$ cat src/rtl/coprocessor_status_and_dma_registers_defines.svh
// Assertion macros for the coprocessor status and DMA register top level.
`ifndef COPROCESSOR_STATUS_AND_DMA_REGISTERS_DEFINES_SVH
`define COPROCESSOR_STATUS_AND_DMA_REGISTERS_DEFINES_SVH

// Same-cycle implication, checked outside reset.
`define CPSD_ASSERT_NOW(lbl, clk, rst_n, ante, cons) \
    lbl: assert property (@(posedge clk) disable iff (!rst_n) (ante) |-> (cons)) \
        else $error("cpsd check failed");

// Next-cycle implication, checked outside reset.
`define CPSD_ASSERT_NEXT(lbl, clk, rst_n, ante, cons) \
    lbl: assert property (@(posedge clk) disable iff (!rst_n) (ante) |=> (cons)) \
        else $error("cpsd check failed");

`endif

$ cat src/rtl/cpsd_pkg.sv
// Types and constants of the coprocessor status and DMA register block.
package cpsd_pkg;

    // Item kinds on the input channel
    typedef enum logic [1:0] {
        OP_WRITE = 2'd0,
        OP_READ  = 2'd1,
        OP_BREAK = 2'd2,
        OP_TICK  = 2'd3
    } op_t;

    // Interrupt actions reported with each result
    typedef enum logic [1:0] {
        ACT_NONE  = 2'd0,
        ACT_RAISE = 2'd1,
        ACT_ACK   = 2'd2
    } action_t;

    // Register indexes
    localparam logic [2:0] REG_LOCAL_ADDR = 3'd0;
    localparam logic [2:0] REG_EXT_ADDR   = 3'd1;
    localparam logic [2:0] REG_RD_LENGTH  = 3'd2;
    localparam logic [2:0] REG_WR_LENGTH  = 3'd3;
    localparam logic [2:0] REG_STATUS     = 3'd4;

    localparam int STATUS_BITS       = 15;
    localparam int STATUS_FLAG_PAIRS = 10;
    localparam int OFFSET_BITS       = 12;
    localparam logic [OFFSET_BITS-1:0] LENGTH_MASK = 12'hFF8;
    localparam logic [OFFSET_BITS-1:0] BEAT_BYTES  = 12'd8;

    localparam int DATA_BITS     = 32;
    localparam int IN_TDATA_BITS = 40;

    // Status register command from the front end
    typedef struct packed {
        logic                 write;
        logic                 brk;
        logic [DATA_BITS-1:0] value;
    } status_cmd_t;

endpackage

$ cat src/rtl/coprocessor_status_and_dma_registers.sv
// Top level of the coprocessor status and DMA register block.
//
// Input channel (s_*): one item per bus access, break event or DMA tick.
//   s_tuser carries the operation, s_tdata the register index and write data.
// Output channel (m_*): exactly one result item per input item, in order.
//   m_tdata carries read data, halt bit, interrupt action, unknown-register
//   flag and the DMA beat; m_tlast marks the final beat of a transfer.
// Path: an accepted item goes through the input register, then the result
//   register, whose output drives m_*.
// Throughput: one item per cycle unless m_tready stalls the output; all decode
//   and address arithmetic sits between the input register and the result register.
// A length write latches the current address registers and starts a
//   transfer of ((length & 0xFF8) / 8 + 1) beats; each tick gives one beat.
// Reset: both stages empty, addresses and transfer state zero, status = halted.
// Stall: while m_tready is low the result holds, one more item waits in the
//   input register, and s_tready drops once both are full.
module coprocessor_status_and_dma_registers #(
    parameter int LOCAL_ADDR_BITS    = 13,
    parameter int EXTERNAL_ADDR_BITS = 24
) (
    input  logic                              clk,
    input  logic                              rst_n,
    // s_tdata: reg_index[2:0], write_data[34:3], zero fill
    input  logic [cpsd_pkg::IN_TDATA_BITS-1:0] s_tdata,
    // s_tuser: operation[1:0]
    input  logic [1:0]                        s_tuser,
    input  logic                              s_tvalid,
    output logic                              s_tready,
    // m_tdata: read_data[14:0], halted, interrupt_action[1:0], unknown_register,
    //          beat_valid, beat_to_external, beat_external_address,
    //          beat_local_address, zero fill
    output logic [((21 + EXTERNAL_ADDR_BITS + 1 + LOCAL_ADDR_BITS + 7) / 8) * 8 - 1:0]
                                              m_tdata,
    // beat_last
    output logic                              m_tlast,
    output logic                              m_tvalid,
    input  logic                              m_tready
);
    import cpsd_pkg::*;

`include "coprocessor_status_and_dma_registers_defines.svh"

    localparam int EXT_OUT_BITS   = EXTERNAL_ADDR_BITS + 1;
    localparam int OUT_FIELD_BITS = 21 + EXT_OUT_BITS + LOCAL_ADDR_BITS;
    localparam int OUT_TDATA_BITS = ((OUT_FIELD_BITS + 7) / 8) * 8;

    // Input stage
    logic                 in_valid_reg;
    op_t                  in_op_reg;
    logic [2:0]           in_idx_reg;
    logic [DATA_BITS-1:0] in_data_reg;

    // Result stage
    logic                      out_valid_reg;
    logic [OUT_TDATA_BITS-1:0] out_tdata_reg;
    logic                      out_last_reg;

    // Address and transfer state
    logic [LOCAL_ADDR_BITS-1:0]    local_addr_reg;
    logic [EXTERNAL_ADDR_BITS-1:0] ext_addr_reg;
    logic                          tx_busy_reg;
    logic                          tx_to_ext_reg;
    logic [LOCAL_ADDR_BITS-1:0]    tx_local_base_reg;
    logic [EXTERNAL_ADDR_BITS-1:0] tx_ext_base_reg;
    logic [OFFSET_BITS-1:0]        tx_offset_reg;
    logic [OFFSET_BITS-1:0]        tx_final_reg;

    logic advance;
    logic fire;

    status_cmd_t            status_cmd;
    logic [STATUS_BITS-1:0] status_cur;
    logic [STATUS_BITS-1:0] status_nx;
    action_t                status_action;

    logic [STATUS_BITS-1:0]        read_data_c;
    logic                          unknown_c;
    logic                          beat_valid_c;
    logic                          beat_dir_c;
    logic [EXT_OUT_BITS-1:0]       beat_ext_c;
    logic [LOCAL_ADDR_BITS-1:0]    beat_local_c;
    logic                          beat_last_c;
    logic                          start_c;
    logic                          step_c;
    logic [OUT_TDATA_BITS-1:0]     tdata_c;

    // Handshake: the result stage frees when empty or taken
    assign advance  = !out_valid_reg || m_tready;
    assign fire     = in_valid_reg && advance;
    assign s_tready = !in_valid_reg || advance;

    // Capture the input item
    always_ff @(posedge clk or negedge rst_n)
    begin
        if (!rst_n)
            in_valid_reg <= 1'b0;
        else if (s_tready)
            in_valid_reg <= s_tvalid;
    end

    always_ff @(posedge clk)
    begin
        if (s_tready && s_tvalid)
        begin
            in_op_reg   <= op_t'(s_tuser);
            in_idx_reg  <= s_tdata[2:0];
            in_data_reg <= s_tdata[3 +: DATA_BITS];
        end
    end

    // Status register commands
    always_comb
    begin
        status_cmd.write = fire && (in_op_reg == OP_WRITE) && (in_idx_reg == REG_STATUS);
        status_cmd.brk   = fire && (in_op_reg == OP_BREAK);
        status_cmd.value = in_data_reg;
    end

    cpsd_status u_status (
        .clk         (clk),
        .rst_n       (rst_n),
        .cmd         (status_cmd),
        .status      (status_cur),
        .status_next (status_nx),
        .action      (status_action)
    );

    // Decode the item and form the beat
    always_comb
    begin
        read_data_c  = '0;
        unknown_c    = 1'b0;
        beat_valid_c = 1'b0;
        beat_dir_c   = 1'b0;
        beat_ext_c   = '0;
        beat_local_c = '0;
        beat_last_c  = 1'b0;
        start_c      = 1'b0;
        step_c       = 1'b0;
        unique case (in_op_reg)
            OP_WRITE:
            begin
                unique case (in_idx_reg) inside
                    REG_LOCAL_ADDR, REG_EXT_ADDR, REG_STATUS: ;
                    REG_RD_LENGTH, REG_WR_LENGTH: start_c = 1'b1;
                    default:                      unknown_c = 1'b1;
                endcase
            end
            OP_READ:
            begin
                if (in_idx_reg == REG_STATUS)
                    read_data_c = status_cur;
                else
                    unknown_c = 1'b1;
            end
            OP_BREAK: ;
            OP_TICK:
            begin
                if (tx_busy_reg)
                begin
                    beat_valid_c = 1'b1;
                    beat_dir_c   = tx_to_ext_reg;
                    beat_ext_c   = {1'b0, tx_ext_base_reg} + EXT_OUT_BITS'(tx_offset_reg);
                    beat_local_c = tx_local_base_reg + LOCAL_ADDR_BITS'(tx_offset_reg);
                    beat_last_c  = (tx_offset_reg >= tx_final_reg);
                    step_c       = 1'b1;
                end
            end
            default: ;
        endcase
    end

    // Advance addresses and the transfer
    always_ff @(posedge clk or negedge rst_n)
    begin
        if (!rst_n)
        begin
            local_addr_reg    <= '0;
            ext_addr_reg      <= '0;
            tx_busy_reg       <= 1'b0;
            tx_to_ext_reg     <= 1'b0;
            tx_local_base_reg <= '0;
            tx_ext_base_reg   <= '0;
            tx_offset_reg     <= '0;
            tx_final_reg      <= '0;
        end
        else if (fire)
        begin
            if (in_op_reg == OP_WRITE && in_idx_reg == REG_LOCAL_ADDR)
                local_addr_reg <= in_data_reg[LOCAL_ADDR_BITS-1:0];
            if (in_op_reg == OP_WRITE && in_idx_reg == REG_EXT_ADDR)
                ext_addr_reg <= in_data_reg[EXTERNAL_ADDR_BITS-1:0];
            if (start_c)
            begin
                tx_busy_reg       <= 1'b1;
                tx_to_ext_reg     <= (in_idx_reg == REG_WR_LENGTH);
                tx_local_base_reg <= local_addr_reg;
                tx_ext_base_reg   <= ext_addr_reg;
                tx_offset_reg     <= '0;
                tx_final_reg      <= in_data_reg[OFFSET_BITS-1:0] & LENGTH_MASK;
            end
            else if (step_c)
            begin
                if (beat_last_c)
                    tx_busy_reg <= 1'b0;
                else
                    tx_offset_reg <= tx_offset_reg + BEAT_BYTES;
            end
        end
    end

    // Pack the result fields
    always_comb
    begin
        tdata_c = '0;
        tdata_c[OUT_FIELD_BITS-1:0] = {beat_local_c, beat_ext_c, beat_dir_c, beat_valid_c,
                                       unknown_c, status_action, status_nx[0], read_data_c};
    end

    // Result register
    always_ff @(posedge clk or negedge rst_n)
    begin
        if (!rst_n)
            out_valid_reg <= 1'b0;
        else if (advance)
            out_valid_reg <= in_valid_reg;
    end

    always_ff @(posedge clk)
    begin
        if (fire)
        begin
            out_tdata_reg <= tdata_c;
            out_last_reg  <= beat_last_c;
        end
    end

    assign m_tdata  = out_tdata_reg;
    assign m_tlast  = out_last_reg;
    assign m_tvalid = out_valid_reg;

    // A running transfer never steps past its final offset
    `CPSD_ASSERT_NOW(a_offset_in_range, clk, rst_n, tx_busy_reg, tx_offset_reg <= tx_final_reg)
    // The final beat ends the transfer
    `CPSD_ASSERT_NEXT(a_last_ends, clk, rst_n, fire && beat_last_c && !start_c, !tx_busy_reg)
    // tlast only rides on a beat
    `CPSD_ASSERT_NOW(a_last_is_beat, clk, rst_n, m_tvalid && m_tlast, m_tdata[19])
    // A beat result carries no register side effects
    `CPSD_ASSERT_NOW(a_beat_clean, clk, rst_n, m_tvalid && m_tdata[19],
                     !m_tdata[18] && m_tdata[17:16] == ACT_NONE && m_tdata[14:0] == '0)

endmodule

$ cat src/rtl/cpsd_status.sv
// Status register: halt, broke and flag bits with paired clear/set writes.
module cpsd_status (
    input  logic                                 clk,
    input  logic                                 rst_n,
    input  cpsd_pkg::status_cmd_t                cmd,
    output logic [cpsd_pkg::STATUS_BITS-1:0]     status,
    output logic [cpsd_pkg::STATUS_BITS-1:0]     status_next,
    output cpsd_pkg::action_t                    action
);
    import cpsd_pkg::*;

    logic [STATUS_BITS-1:0] status_reg;
    logic [STATUS_BITS-1:0] status_nx;
    action_t                action_c;

    // Decode a status write or a break event
    always_comb
    begin
        status_nx = status_reg;
        action_c  = ACT_NONE;
        if (cmd.write)
        begin
            if (cmd.value[0])
                status_nx[0] = 1'b0;
            else if (cmd.value[1])
                status_nx[0] = 1'b1;
            if (cmd.value[2])
                status_nx[1] = 1'b0;
            if (cmd.value[3])
                action_c = ACT_ACK;
            else if (cmd.value[4])
                action_c = ACT_RAISE;
            for (int k = 0; k < STATUS_FLAG_PAIRS; k++)
            begin
                if (cmd.value[5 + 2 * k])
                    status_nx[5 + k] = 1'b0;
                else if (cmd.value[6 + 2 * k])
                    status_nx[5 + k] = 1'b1;
            end
        end
        else if (cmd.brk)
        begin
            if (status_reg[6])
                action_c = ACT_RAISE;
            status_nx[1:0] = 2'b11;
        end
        // Bits 2..4 have no storage
        status_nx[4:2] = 3'b000;
    end

    // Hold the status bits; reset to halted
    always_ff @(posedge clk or negedge rst_n)
    begin
        if (!rst_n)
            status_reg <= STATUS_BITS'(1);
        else
            status_reg <= status_nx;
    end

    assign status      = status_reg;
    assign status_next = status_nx;
    assign action      = action_c;

endmodule
$ cat config.mk
export PLATFORM = sky130hd
export DESIGN_NAME = coprocessor_status_and_dma_registers
export DESIGN_NICKNAME = d
export VERILOG_FILES = /design/src/rtl/cpsd_pkg.sv /design/src/rtl/coprocessor_status_and_dma_registers.sv /design/src/rtl/cpsd_status.sv
export VERILOG_INCLUDE_DIRS = /design/src /design/src/rtl
export SDC_FILE = /design/constraint.sdc
export NUM_CORES = 1
export LEC_CHECK = 0
export BUFFER_PORTS_ARGS = -buffer_cell sky130_fd_sc_hd__buf_2
export CAP_MARGIN = 10
export CORE_MARGIN = 2
export CORE_UTILIZATION = 25
export DETAILED_ROUTE_END_ITERATION = 8
export GPL_TIMING_DRIVEN = 0
export MAX_ROUTING_LAYER = met4
export PLACE_DENSITY = 0.38
export SLEW_MARGIN = 20
export SYNTH_ARGS = -nofsm -noshare
export SYNTH_HDL_FRONTEND = slang
export SYNTH_SLANG_ARGS = --single-unit
$ cat constraint.sdc
create_clock -name clk -period 7.5 [get_ports clk]
set_input_delay 0.375 -clock clk [delete_from_list [all_inputs] [get_ports clk]]
set_output_delay 0.375 -clock clk [all_outputs]
set_load 0.005 [all_outputs]
# Word level (Yosys, flattened, before mapping)
# Index checks and enable logic that the tools add are counted.
[word_totals]
reg_bits = 198
latchBits = 0
mem_bits_rw = 0
mem_bits_ro = 0
n_memories = 0
[op_classes]
addsub = 3
n_mul = 0
div_mod_pow = 0
order_cmp = 1
n_eq_ne = 9
n_shift = 0
muxes = 45
bitwise = 0
n_reduce_logical = 46
[ops]
columns = ["operator", "count"]
rows = [
  ["1-bit 2-to-1 mux", 36],
  ["12-bit 2-to-1 mux", 3],
  ["2-bit AND reduction", 16],
  ["2-bit nonzero test", 13],
  ["24-bit by 12-bit adder with 25-bit output", 1],
  ["13-bit by 12-bit adder with 13-bit output", 1],
  ["12-bit by 4-bit adder with 12-bit output (second input constant)", 1],
  ["12-bit greater-or-equal comparator", 1],
  ["2-bit 2-to-1 mux", 5],
  ["1-bit logical AND", 7],
  ["3-bit by 2-bit == test with 1-bit output (second input constant)", 2],
  ["3-bit AND reduction", 2],
  ["5-bit OR reduction", 1],
  ["2-bit == test (second input constant)", 2],
  ["3-bit by 1-bit == test with 1-bit output (second input constant)", 1],
  ["3-bit == test (second input constant)", 1],
  ["3-bit logical NOT", 1],
  ["2-bit by 1-bit == test with 1-bit output (second input constant)", 1],
  ["1-bit logical NOT", 2],
  ["2-bit logical NOT", 1],
  ["1-bit logical OR", 2],
  ["2-bit by 1-bit != test with 1-bit output (second input constant)", 1],
  ["2-bit != test (second input constant)", 1],
  ["1-bit one-hot mux with 2 select lines", 1],
  ["2-bit OR reduction", 1],
]

# Depth between registers and ports, before layout
# Gate-level depths: netlist (run 1).
[depth]
ltp_word = 7
mapped_depth = 9
depth_no_buf = 8

# Hierarchy
# A second synthesis (run 1) with hierarchy kept.
[unflattened]
hier_cells = 630
hier_area_um2 = 8999.9
[by_module_without_submodules]
columns = ["module", "n_inst", "cells_per_inst", "area_per_inst_um2", "seq_area_each_um2"]
rows = [
  ["coprocessor_status_and_dma_registers", 1, 578, 8400.6, 5315.1],
  ["cpsd_status", 1, 52, 599.3, 301.5],
]

# Worst setup path after synthesis (run 1)
# No wires, ideal clock.
[synth_path]
path_type = "input to register"
from = "in m_tready"
to = "reg ext_addr_reg[10]"
setup_time_ns = 0.125
t_arrival_ns = 2.929
setup_slack_ns = 4.446
path_stages = 6
cell_sequence = "nand2b_1 nand2_1 inv_1 nand4b_1 buf_2 mux2_2"
[synth_between]
elab_chain_cells = 3
[synth_lines]
columns = ["element", "line_no", "rtl"]
rows = [
  ["from (decl)", "coprocessor_status_and_dma_registers.sv:37", "input logic m_tready"],
  ["1-bit logical OR", "coprocessor_status_and_dma_registers.sv:88", "assign advance = !out_valid_reg || m_tready;"],
  ["1-bit logical AND", "coprocessor_status_and_dma_registers.sv:89", "assign fire = in_valid_reg && advance;"],
  ["net fire", "coprocessor_status_and_dma_registers.sv:69", "logic fire;"],
  ["2-bit AND reduction (no source line)", "-", ""],
  ["to (signal assigned)", "coprocessor_status_and_dma_registers.sv:192", "ext_addr_reg <= in_data_reg[EXTERNAL_ADDR_BITS-1:0];"],
  ["to (decl)", "coprocessor_status_and_dma_registers.sv:60", "logic [EXTERNAL_ADDR_BITS-1:0] ext_addr_reg;"],
]
# The timed path passes the listed nets, and every way through them passes these cells.
# A chain may end at the register's enable or synchronous reset.

# Final worst setup path (run 1)
[layout_path]
from = "reg tx_offset_reg[3]"
to = "reg tx_offset_reg[9]"
[layout_between]
elab_chain_cells = 5
word_cells_on_any_way = 9
[layout_lines]
columns = ["element", "line_no", "rtl"]
rows = [
  ["from (decl)", "coprocessor_status_and_dma_registers.sv:65", "logic [OFFSET_BITS-1:0] tx_offset_reg;"],
  ["from (signal assigned)", "coprocessor_status_and_dma_registers.sv:207", "tx_offset_reg <= tx_offset_reg + BEAT_BYTES;"],
  ["12-bit greater-or-equal comparator", "coprocessor_status_and_dma_registers.sv:165", "beat_last_c = (tx_offset_reg >= tx_final_reg);"],
  ["1-bit 2-to-1 mux", "coprocessor_status_and_dma_registers.sv:159", "if (tx_busy_reg)"],
  ["1-bit 2-to-1 mux", "coprocessor_status_and_dma_registers.sv:140", "unique case (in_op_reg)"],
  ["2-bit by 1-bit != test with 1-bit output (no source line)", "-", ""],
  ["3-bit AND reduction (no source line)", "-", ""],
]
# Several ways; a longest one is shown, not always the timed one. The select of a mux whose other input is x is not followed.

==> results of run 1 <==
layout by cell type (no fill, tap or decap), types with 11 or more instances in the layout:
cell type,count
buf_2,95
clkbuf_1,17
nand3_1,11
dfrtp_1,107
xnor2_1,16
nor2_1,38
o21ai_0,20
nand2_1,138
clkbuf_16,17
ha_1,29
a21o_1,14
inv_1,16
edfxtp_1,87
mux2_2,35
a21oi_1,45
and2_1,24
where the power goes:
group	internal (mW)	leakage, nW	switching, mW
logic	0.160	1.95	0.184
registers	1.28	2.26	0.106
clock network	0.469	0.280	0.444
total	1.90	4.49	0.734
per-layer routing:
metal / track usage [%] / part of all wire (%) / vias to the layer above
met3: 2.18 / 2.8 / 12
li1: - / - / 2661
met4: 3.82 / 1.4 / 0
met2: 19.0 / 44 / 100
met1: 18.2 / 52 / 2528
met5: - / 0 / -
area by class of cell:
| type | count | area [um2] |
|---|---|---|
| Fill cell | 3460 | 22600 |
| Sequential cell | 195 | 5320 |
| Multi-Input combinational cell | 461 | 2850 |
| Tap cell | 442 | 553 |
| Timing Repair Buffer | 96 | 544 |
| Clock buffer | 17 | 425 |
| Buffer | 30 | 148 |
| Clock inverter | 15 | 145 |
| Inverter | 19 | 73.8 |
how the worst max path moves through the flow:
| stage | from | slack (ns) | endpoint | cells after the start |
|---|---|---|---|---|
| floorplan | m_tready | 4.45 | ext_addr_reg[10]$_DFFE_PN0P_ | 6 |
| global placement | m_tready | 2.96 | ext_addr_reg[8]$_DFFE_PN0P_ | 7 |
| detailed placement | m_tready | 4.83 | ext_addr_reg[6]$_DFFE_PN0P_ | 8 |
| CTS | m_tvalid$_DFFE_PN0P_ | 4.92 | ext_addr_reg[13]$_DFFE_PN0P_ | 7 |
| global route | tx_offset_reg[3]$_DFFE_PN0P_ | 4.69 | tx_offset_reg[9]$_DFFE_PN0P_ | 9 |
| finish | tx_offset_reg[3]$_DFFE_PN0P_ | 4.97 | tx_offset_reg[9]$_DFFE_PN0P_ | 9 |
cell families (layout without fill, tap and decap cells):
family / Yosys count / count (layout) / share of synthesized area, %
multiplexers: 41 / 41 / 5.43
other: 1 / 9 / 0.0449
adder cells (fa/ha/maj): 29 / 29 / 4.34
XOR/XNOR: 26 / 26 / 2.72
flip-flops: 195 / 195 / 63.6
AO/OA/AOI/OAI: 95 / 95 / 6.66
buffers and inverters: 49 / 177 / 2.62
AND/OR/NAND/NOR: 261 / 261 / 14.6
through the flow:
step | util (%) | std cells
5_1_grt | 30.8 | 1275
3_3_place_gp | 28.7 | 1239
2_1_floorplan | - | 705
4_1_cts | 30.8 | 1275
3_5_place_dp | 29.0 | 1242
6_report | 30.8 | 1275
==> results_dict.tcl, run 1 <==
set metrics [dict create \
    async_flop_share_pct 55.4 \
    fin_nets 895 \
    whs_path_depth 1 \
    min_to "in_data_reg[24]$_DFFE_PP_" \
    slowest_delay_ns 0.55 \
    synth_most_common_cell "nand2_1" \
    layout_setup_ws_ns 4.97 \
    clock-root-buffer "clkbuf_16" \
    h-tree-depth 4 \
    hpwl_um 15200 \
    cts_resized 0 \
    timing.rr.end "tx_offset_reg[9]$_DFFE_PN0P_" \
    rrSetupSlack_ns 4.97 \
    die_w_um 187 \
    clock_latency_ns 0.44 \
    firstDrtPassIters 5 \
    vias 5301 \
    min_path_type "input port to flop" \
    fmax_mhz 396 \
    n_antenna_cell 0 \
    cap_violations 0 \
    die_h_um 187 \
    skew_ns 0.0144 \
    crit_chain "inv_1 > ha_1 > nand2b_1 > a21o_1 > a21oi_1 > o21ai_1 > clkbuf_1 > nor4_1 > mux2i_1" \
    regToRegStartpoint "tx_offset_reg[3]$_DFFE_PN0P_" \
    viasPerCell 4.16 \
    finalCritPeriodShare_pct 33.7 \
    grt_use_total_pct 12.9 \
    critical_path_class "flop to flop" \
    dpl_cell_area_um2 9480 \
    syn2layout_area_growth_pct 20.4 \
    worstHoldStart "s_tdata[27]" \
    largest_register_ffs 56 \
    status "finished clean" \
    wl_um 21000 \
    p_per_area_nw_per_um2 262 \
    yosys.area.top_type "dfrtp_1" \
    synthTopCellsByArea "dfrtp_1 (32%), edfxtp_1 (31%), nand2_1 (6.2%)" \
    ys_seq_area_share_pct 63.6 \
    cts_tree "yes" \
    end_kind "flop" \
    syn_area_um2 8360 \
    avgSynthCellArea_um2 12.0 \
    gp_congestion 0.757 \
    cts_setup_buffers 0 \
    clockBufferDepth 2 \
    relSlewSlack_pct 49.4 \
    final_max_slew_viol_count 0 \
    ant_nets 0 \
    dpl_worst_slack_ns 4.83 \
    ir_worst_vdd_v 0.000120 \
    fp.coreArea_um2 32700 \
    grt_pass1_wl_um 33100 \
    dieArea_um2 34900 \
    grt_pass1_vias 5424 \
    hold_ws_ns 0.105 \
    synth_common_cells "nand2_1 (138), dfrtp_1 (107), edfxtp_1 (87)" \
    overflow 0 \
    portBuffers 92 \
    period_needed_ns 2.53 \
    drive_gt1_share_pct 22.0 \
    synthCells 697 \
    first_iter_violations 306 \
    ys.flop_type "dfrtp_1" \
    setup_tns_ns 0 \
    slowest_stage "dfrtp_1" \
    rsz0062_at_grt "false" \
    postCtsHoldBufs 1 \
    setup_viol 0 \
    cpLargestDelayFamily "simple AND/OR/NAND/NOR gates" \
    synth_edf_count 87 \
    p_leak_nw 4.49 \
    design_area_um2 10100 \
    clk_pin_slew_ns 0.08 \
    cp-start-kind "flop" \
    numCtsBuffers 17 \
    arrival_ns 2.89 \
    grt_max_degree 62 \
    numClockSinks 195 \
    critPathRequiredTime_ns 7.86 \
    path_buf_inv 2 \
    finalPower_mw 2.64 \
    rr_worst_depth 9 \
    antenna_found_initial 0 \
    synth-seq-cells 195 \
    ios 113 \
    routedWlPerCell_um 16.5 \
    cp_max_fo 10 \
    yosysWarnings 0 \
    tightest_slew_ns 0.759 \
    row_count 66 \
    drc 0 \
    ys_types 51 \
    finalHoldViolations 0 \
    synth_top_area_share_pct 32.0 \
    initial_core_util_pct 25.6 \
]
Note: power is estimated with default switching activity, not from simulation.
==> inputs of run 2 (changes only) <==
Clock period 7.5 ns to 2.48 ns, I/O delays scaled along.
==> run 2 against run 1 <==
Net effect: maximum frequency grew 8.2%; final area rose by 5.3%; clock power rose to 3.3 times the previous value; clock skew is 0.0060 ns higher; sequential power rose to 3.0 times the previous value; combinational power increased to 3.3 times the previous value; die area unchanged; highest routed layer unchanged.
==> results_dict.tcl, run 2 (synthesis results as in run 1) <==
set metrics [dict create \
    end_kind "flop" \
    finalPower_mw 8.33 \
    dieArea_um2 34900 \
    fp.coreArea_um2 32700 \
    setup_tns_ns 0 \
    largest_register_ffs 56 \
    grt_max_degree 73 \
    grt_use_total_pct 13.0 \
    whs_path_depth 3 \
    syn2layout_area_growth_pct 26.7 \
    skew_ns 0.0204 \
    cap_violations 0 \
    clockBufferDepth 2 \
    cts_tree "yes" \
    critical_path_class "flop to flop" \
    min_path_type "input port to flop" \
    gp_congestion 0.755 \
    setup_viol 0 \
    routedWlPerCell_um 16.2 \
    dpl_worst_slack_ns -0.0235 \
    rr_worst_depth 7 \
    fin_nets 936 \
    power_frac_seq_pct 50.1 \
    grt_use_met3_pct 2.12 \
    rrSetupSlack_ns 0.14 \
    dpl_cell_area_um2 9520 \
    overflow 0 \
    tightest_slew_ns 0.822 \
    p_per_area_nw_per_um2 786 \
    vias 5534 \
    ir_worst_vdd_v 0.000379 \
    pwr-share-clk_pct 36.4 \
    row_count 66 \
    cpLargestDelayFamily "compound AO/OA/AOI/OAI gates" \
    final_util_pct 32.4 \
    portBuffers 92 \
    drive_gt1_share_pct 23.2 \
    grt_use_met2_pct 18.9 \
    clock-root-buffer "clkbuf_16" \
    n_antenna_cell 0 \
    first_iter_violations 265 \
    initial_core_util_pct 25.6 \
    wl_um 21300 \
    p_leak_nw 4.71 \
    critPathRequiredTime_ns 2.66 \
    p_sw_mw 2.28 \
    numClockSinks 195 \
    design_area_um2 10600 \
    die_h_um 187 \
    p_comb_share_pct 13.5 \
    numCtsBuffers 17 \
    die_w_um 187 \
    h-tree-depth 4 \
    slowest_delay_ns 0.51 \
    drc 0 \
    hpwl_um 15200 \
    busiest_layer "met2" \
    layout_setup_ws_ns 0.143 \
    ios 113 \
    dp.cells 1243 \
    status "finished clean" \
    slowest_stage "dfrtp_1" \
    firstDrtPassIters 4 \
    layout_commonest_cell "nand2_1" \
    use_met1_pct 18.5 \
    crit_cells 7 \
    swShare_pct 27.4 \
    antenna_found_initial 0 \
    final_max_slew_viol_count 0 \
    layoutNonFillerInstCount 1316 \
    crit_chain "ha_1 > nand2_1 > o211ai_1 > nand3_1 > a21boi_0 > xnor2_1 > nor2_1" \
    layout_common_cells "nand2_1 (137), dfrtp_1 (104), buf_2 (93), edfxtp_1 (87), a21oi_1 (45)" \
    cp_max_fo 7 \
    path_buf_inv 0 \
    rsz0062_at_grt "false" \
    viasPerCell 4.21 \
    cp-start-kind "flop" \
    clk_pin_slew_ns 0.08 \
    p_int_mw 6.05 \
    ant_nets 0 \
    period_needed_ns 2.34 \
    finalCritPeriodShare_pct 94.2 \
    grt_pass1_vias 5530 \
    arrival_ns 2.52 \
    relSlewSlack_pct 45.2 \
    grt_pass1_wl_um 33400 \
    fmax_mhz 428 \
    finalHoldViolations 0 \
    clock_latency_ns 0.45 \
    hold_ws_ns 0.112 \
]
## run 2: cell types whose count changed in the layout (fill, tap and decap cells not counted), sizes merged
cell / before / now
dlygate4sd3: 1 / 33
buf: 108 / 118
clkinv: 6 / 3
bufinv: 1 / 3
clkbuf: 34 / 33
clkinvlp: 1 / 2
## run 2: power groups by stage
stage                     Combinational (mW)  Clock (mW)  Sequential, mW
final                                   1.12        3.03            4.18
after global routing                    1.30        3.23            4.24
after CTS                               1.12        3.11            4.19
after detailed placement                1.06           0            4.26
after global placement                  1.03           0            4.26
after floorplan                        0.722           0            4.13
## run 2: worst min-delay path: cells and delay by family
family	cells	cell delay (ns)
simple gates	2	0.31
buf+inv	1	0.08
## run 2: timing repair
item | 4_1_cts | 5_1_grt
hold buffers | 33 | 0
setup buffers | 0 | 8
pin swaps | 1 | 2
endpoints found under the setup margin | 4 | 40
resized for setup | 2 | 10
hold endpoints to repair | 67 | 0
## run 2: cell type report
class | count | area [um2]
fill | 3378 | 22100
buffer | 30 | 161
clock buffer | 17 | 425
clock inverter | 15 | 211
sequential | 195 | 5320
tap | 442 | 553
timing repair buffer | 137 | 945
inverter | 19 | 75.1
multi-input combinational | 461 | 2900
## run 2: layer usage
metal	wire length, um	vias to the layer above
li1	-	2752
met1	11100	2661
met2	9410	107
met3	619	14
met4	216	0
met5	0	-
## run 2: final timing paths
kind / startpoint / endpoint
hold reg to reg: in_data_reg[21]$_DFFE_PP_ / u_status.status[13]$_DFFE_PN0P_
min in group asynchronous: rst_n / in_valid_reg$_DFFE_PN0N_
setup reg to reg: tx_offset_reg[6]$_DFFE_PN0P_ / m_tdata[36]$_SDFFCE_PN0P_
setup / recovery: tx_offset_reg[6]$_DFFE_PN0P_ / m_tdata[36]$_SDFFCE_PN0P_
max in group asynchronous: rst_n / tx_ext_base_reg[22]$_DFFE_PN0P_
hold / removal: m_tready / m_tvalid$_DFFE_PN0P_
==> inputs of run 3 (changes only) <==
Settings changed: CTS_CLUSTER_SIZE set to 40, SETUP_SLACK_MARGIN set to 0.5.
==> run 3 against run 2 <==
Net effect: critical path depth unchanged; sequential power barely moved; clock skew shrank 0.0083 ns; hold slack worse by 0.019 ns; core utilization grew 2.2 points; final area up 6.7%; maximum frequency up 9.4%; wire length grew 2.7%; via count up 1.6%; first-iteration DRC count fell by 11%; critical endpoint is now m_tdata[58]$_SDFFCE_PN0P_.
==> results_dict.tcl, run 3 (synthesis results as in run 1) <==
set metrics [dict create \
    ant_nets 0 \
    first_iter_violations 236 \
    swShare_pct 27.2 \
    dieArea_um2 34900 \
    final_util_pct 34.6 \
    dpl_cell_area_um2 9580 \
    portBuffers 92 \
    firstDrtPassIters 4 \
    numCtsBuffers 17 \
    tightest_slew_ns 0.545 \
    crit_chain "ha_4 > a211o_1 > a2111oi_4 > o31ai_2 > a21oi_1 > xor2_1 > nor2_1" \
    n_antenna_cell 0 \
    skew_ns 0.0121 \
    p_per_area_nw_per_um2 769 \
    die_h_um 187 \
    final_max_slew_viol_count 0 \
    clk_pin_slew_ns 0.07 \
    hpwl_um 15200 \
    syn2layout_area_growth_pct 35.2 \
    p_leak_nw 4.92 \
    grt_pass1_vias 5839 \
    dpl_worst_slack_ns 0.0300 \
    setup_tns_ns 0 \
    pwr-share-clk_pct 35.1 \
    clockBufferDepth 2 \
    fp.coreArea_um2 32700 \
    regToRegStartpoint "tx_local_base_reg[4]$_DFFE_PN0P_" \
    period_needed_ns 2.14 \
    clock_latency_ns 0.44 \
    critPathRequiredTime_ns 2.66 \
    viasPerCell 4.19 \
    numClockSinks 195 \
    relSlewSlack_pct 63.7 \
    slowest_delay_ns 0.45 \
    clock-root-buffer "clkbuf_16" \
    ios 113 \
    grt_max_degree 62 \
    finalCritPeriodShare_pct 86.2 \
    cpLargestDelayFamily "compound AO/OA/AOI/OAI gates" \
    h-tree-depth 4 \
    rrSetupSlack_ns 0.34 \
    largest_register_ffs 56 \
    finalPower_mw 8.69 \
    arrival_ns 2.32 \
    vias 5620 \
    layout_commonest_cell "nand2_1" \
    cp-start-kind "flop" \
    p_comb_share_pct 16.6 \
    dp.cells 1243 \
    design_area_um2 11300 \
    cp_max_fo 2 \
    rsz0062_at_grt "true" \
    wl_um 21900 \
    end_kind "flop" \
    antenna_found_initial 0 \
    status "finished clean" \
    die_w_um 187 \
    setup_viol 0 \
    p_sw_mw 2.37 \
    layoutNonFillerInstCount 1342 \
    min_path_type "input port to flop" \
    critical_path_class "flop to flop" \
    initial_core_util_pct 25.6 \
    hold_ws_ns 0.0938 \
    cap_violations 0 \
    finalHoldViolations 0 \
    ir_worst_vdd_v 0.000365 \
    overflow 0 \
    grt_use_total_pct 13.4 \
    nFillCells 3330 \
    grt_pass1_wl_um 34600 \
    layout_common_cells "nand2_1 (135), dfrtp_1 (96), buf_2 (94), edfxtp_1 (87), buf_4 (40)" \
    drive_gt1_share_pct 34.6 \
    path_buf_inv 0 \
    slowest_stage "dfrtp_2" \
    worstHoldStart "m_tready" \
    row_count 66 \
    gp_congestion 0.735 \
    cts_tree "yes" \
    fin_nets 962 \
    p_int_mw 6.33 \
    routedWlPerCell_um 16.3 \
    fmax_mhz 468 \
    startpoint "tx_local_base_reg[4]$_DFFE_PN0P_" \
    layout_setup_ws_ns 0.343 \
    power_frac_seq_pct 48.2 \
    drc 0 \
]
-- run 3: cell count changes in the layout (fill, tap and decap cells not counted), moves of 3 or more --
| cell | previous run | this run |
|---|---|---|
| a21oi_1 | 45 | 28 |
| a21oi_2 | 0 | 16 |
| buf_4 | 16 | 40 |
| clkbuf_1 | 15 | 3 |
| clkbuf_2 | 1 | 11 |
| dfrtp_1 | 104 | 96 |
| dfrtp_2 | 3 | 11 |
| ha_1 | 28 | 15 |
| ha_4 | 0 | 13 |
| nand2b_1 | 7 | 4 |
| nand3_1 | 11 | 7 |
| nor3_1 | 7 | 3 |
| o21ai_0 | 20 | 17 |
-- run 3: power groups by stage --
stage	Clock (mW)	Combinational (mW)	Sequential [mW]
2_1_floorplan	0	0.741	4.14
3_3_place_gp	0	1.05	4.27
3_5_place_dp	0	1.09	4.27
4_1_cts	3.15	1.40	4.20
5_1_grt	3.28	1.64	4.26
6_report	3.05	1.44	4.19
-- run 3: final timing paths --
kind | cells past startpoint | end
setup / recovery | 7 | m_tdata[58]$_SDFFCE_PN0P_
hold / removal | 3 | m_tvalid$_DFFE_PN0P_
setup reg to reg | 7 | m_tdata[58]$_SDFFCE_PN0P_
hold reg to reg | 1 | u_status.status[10]$_DFFE_PN0P_
max in group asynchronous | 3 | tx_offset_reg[9]$_DFFE_PN0P_
min in group asynchronous | 2 | in_valid_reg$_DFFE_PN0N_
-- run 3: cell type report --
type                       instances  area [um2]  share of cell area, %
clock inverter                    15         216                   1.92
multi-input combinational        461        3350                   29.6
inverter                          19        75.1                  0.664
tap                              442         553                   4.89
sequential                       195        5330                   47.2
clock buffer                      17         425                   3.76
timing repair buffer             163        1160                   10.3
buffer                            30         194                   1.72
-- run 3: what timing repair did --
action / 4_1_cts / 5_1_grt
endpoints found under the setup margin: 131 / 121
hold buffers: 33 / 0
cloned: 1 / 0
hold endpoints to repair: 78 / 0
setup buffers: 23 / 10
resized for setup: 72 / 42
pin swaps: 34 / 24
-- run 3: worst reg2reg max path: stages (launching register included) --
cell and delay [ns]:
dfrtp_2 0.45, ha_4 0.25, a211o_1 0.30, a2111oi_4 0.35, o31ai_2 0.14, a21oi_1 0.19
xor2_1 0.16, nor2_1 0.05
-- run 3: per-layer routing --
| layer | routed length, um | vias to the layer above | track usage [%] | part of all wire (%) |
|---|---|---|---|---|
| met5 | 0 | - | - | 0 |
| met4 | 277 | 0 | 4.37 | 1.3 |
| met3 | 541 | 18 | 1.88 | 2.5 |
| met2 | 10100 | 94 | 20.4 | 46 |
| met1 | 11000 | 2705 | 18.3 | 50 |
| li1 | - | 2803 | - | - |
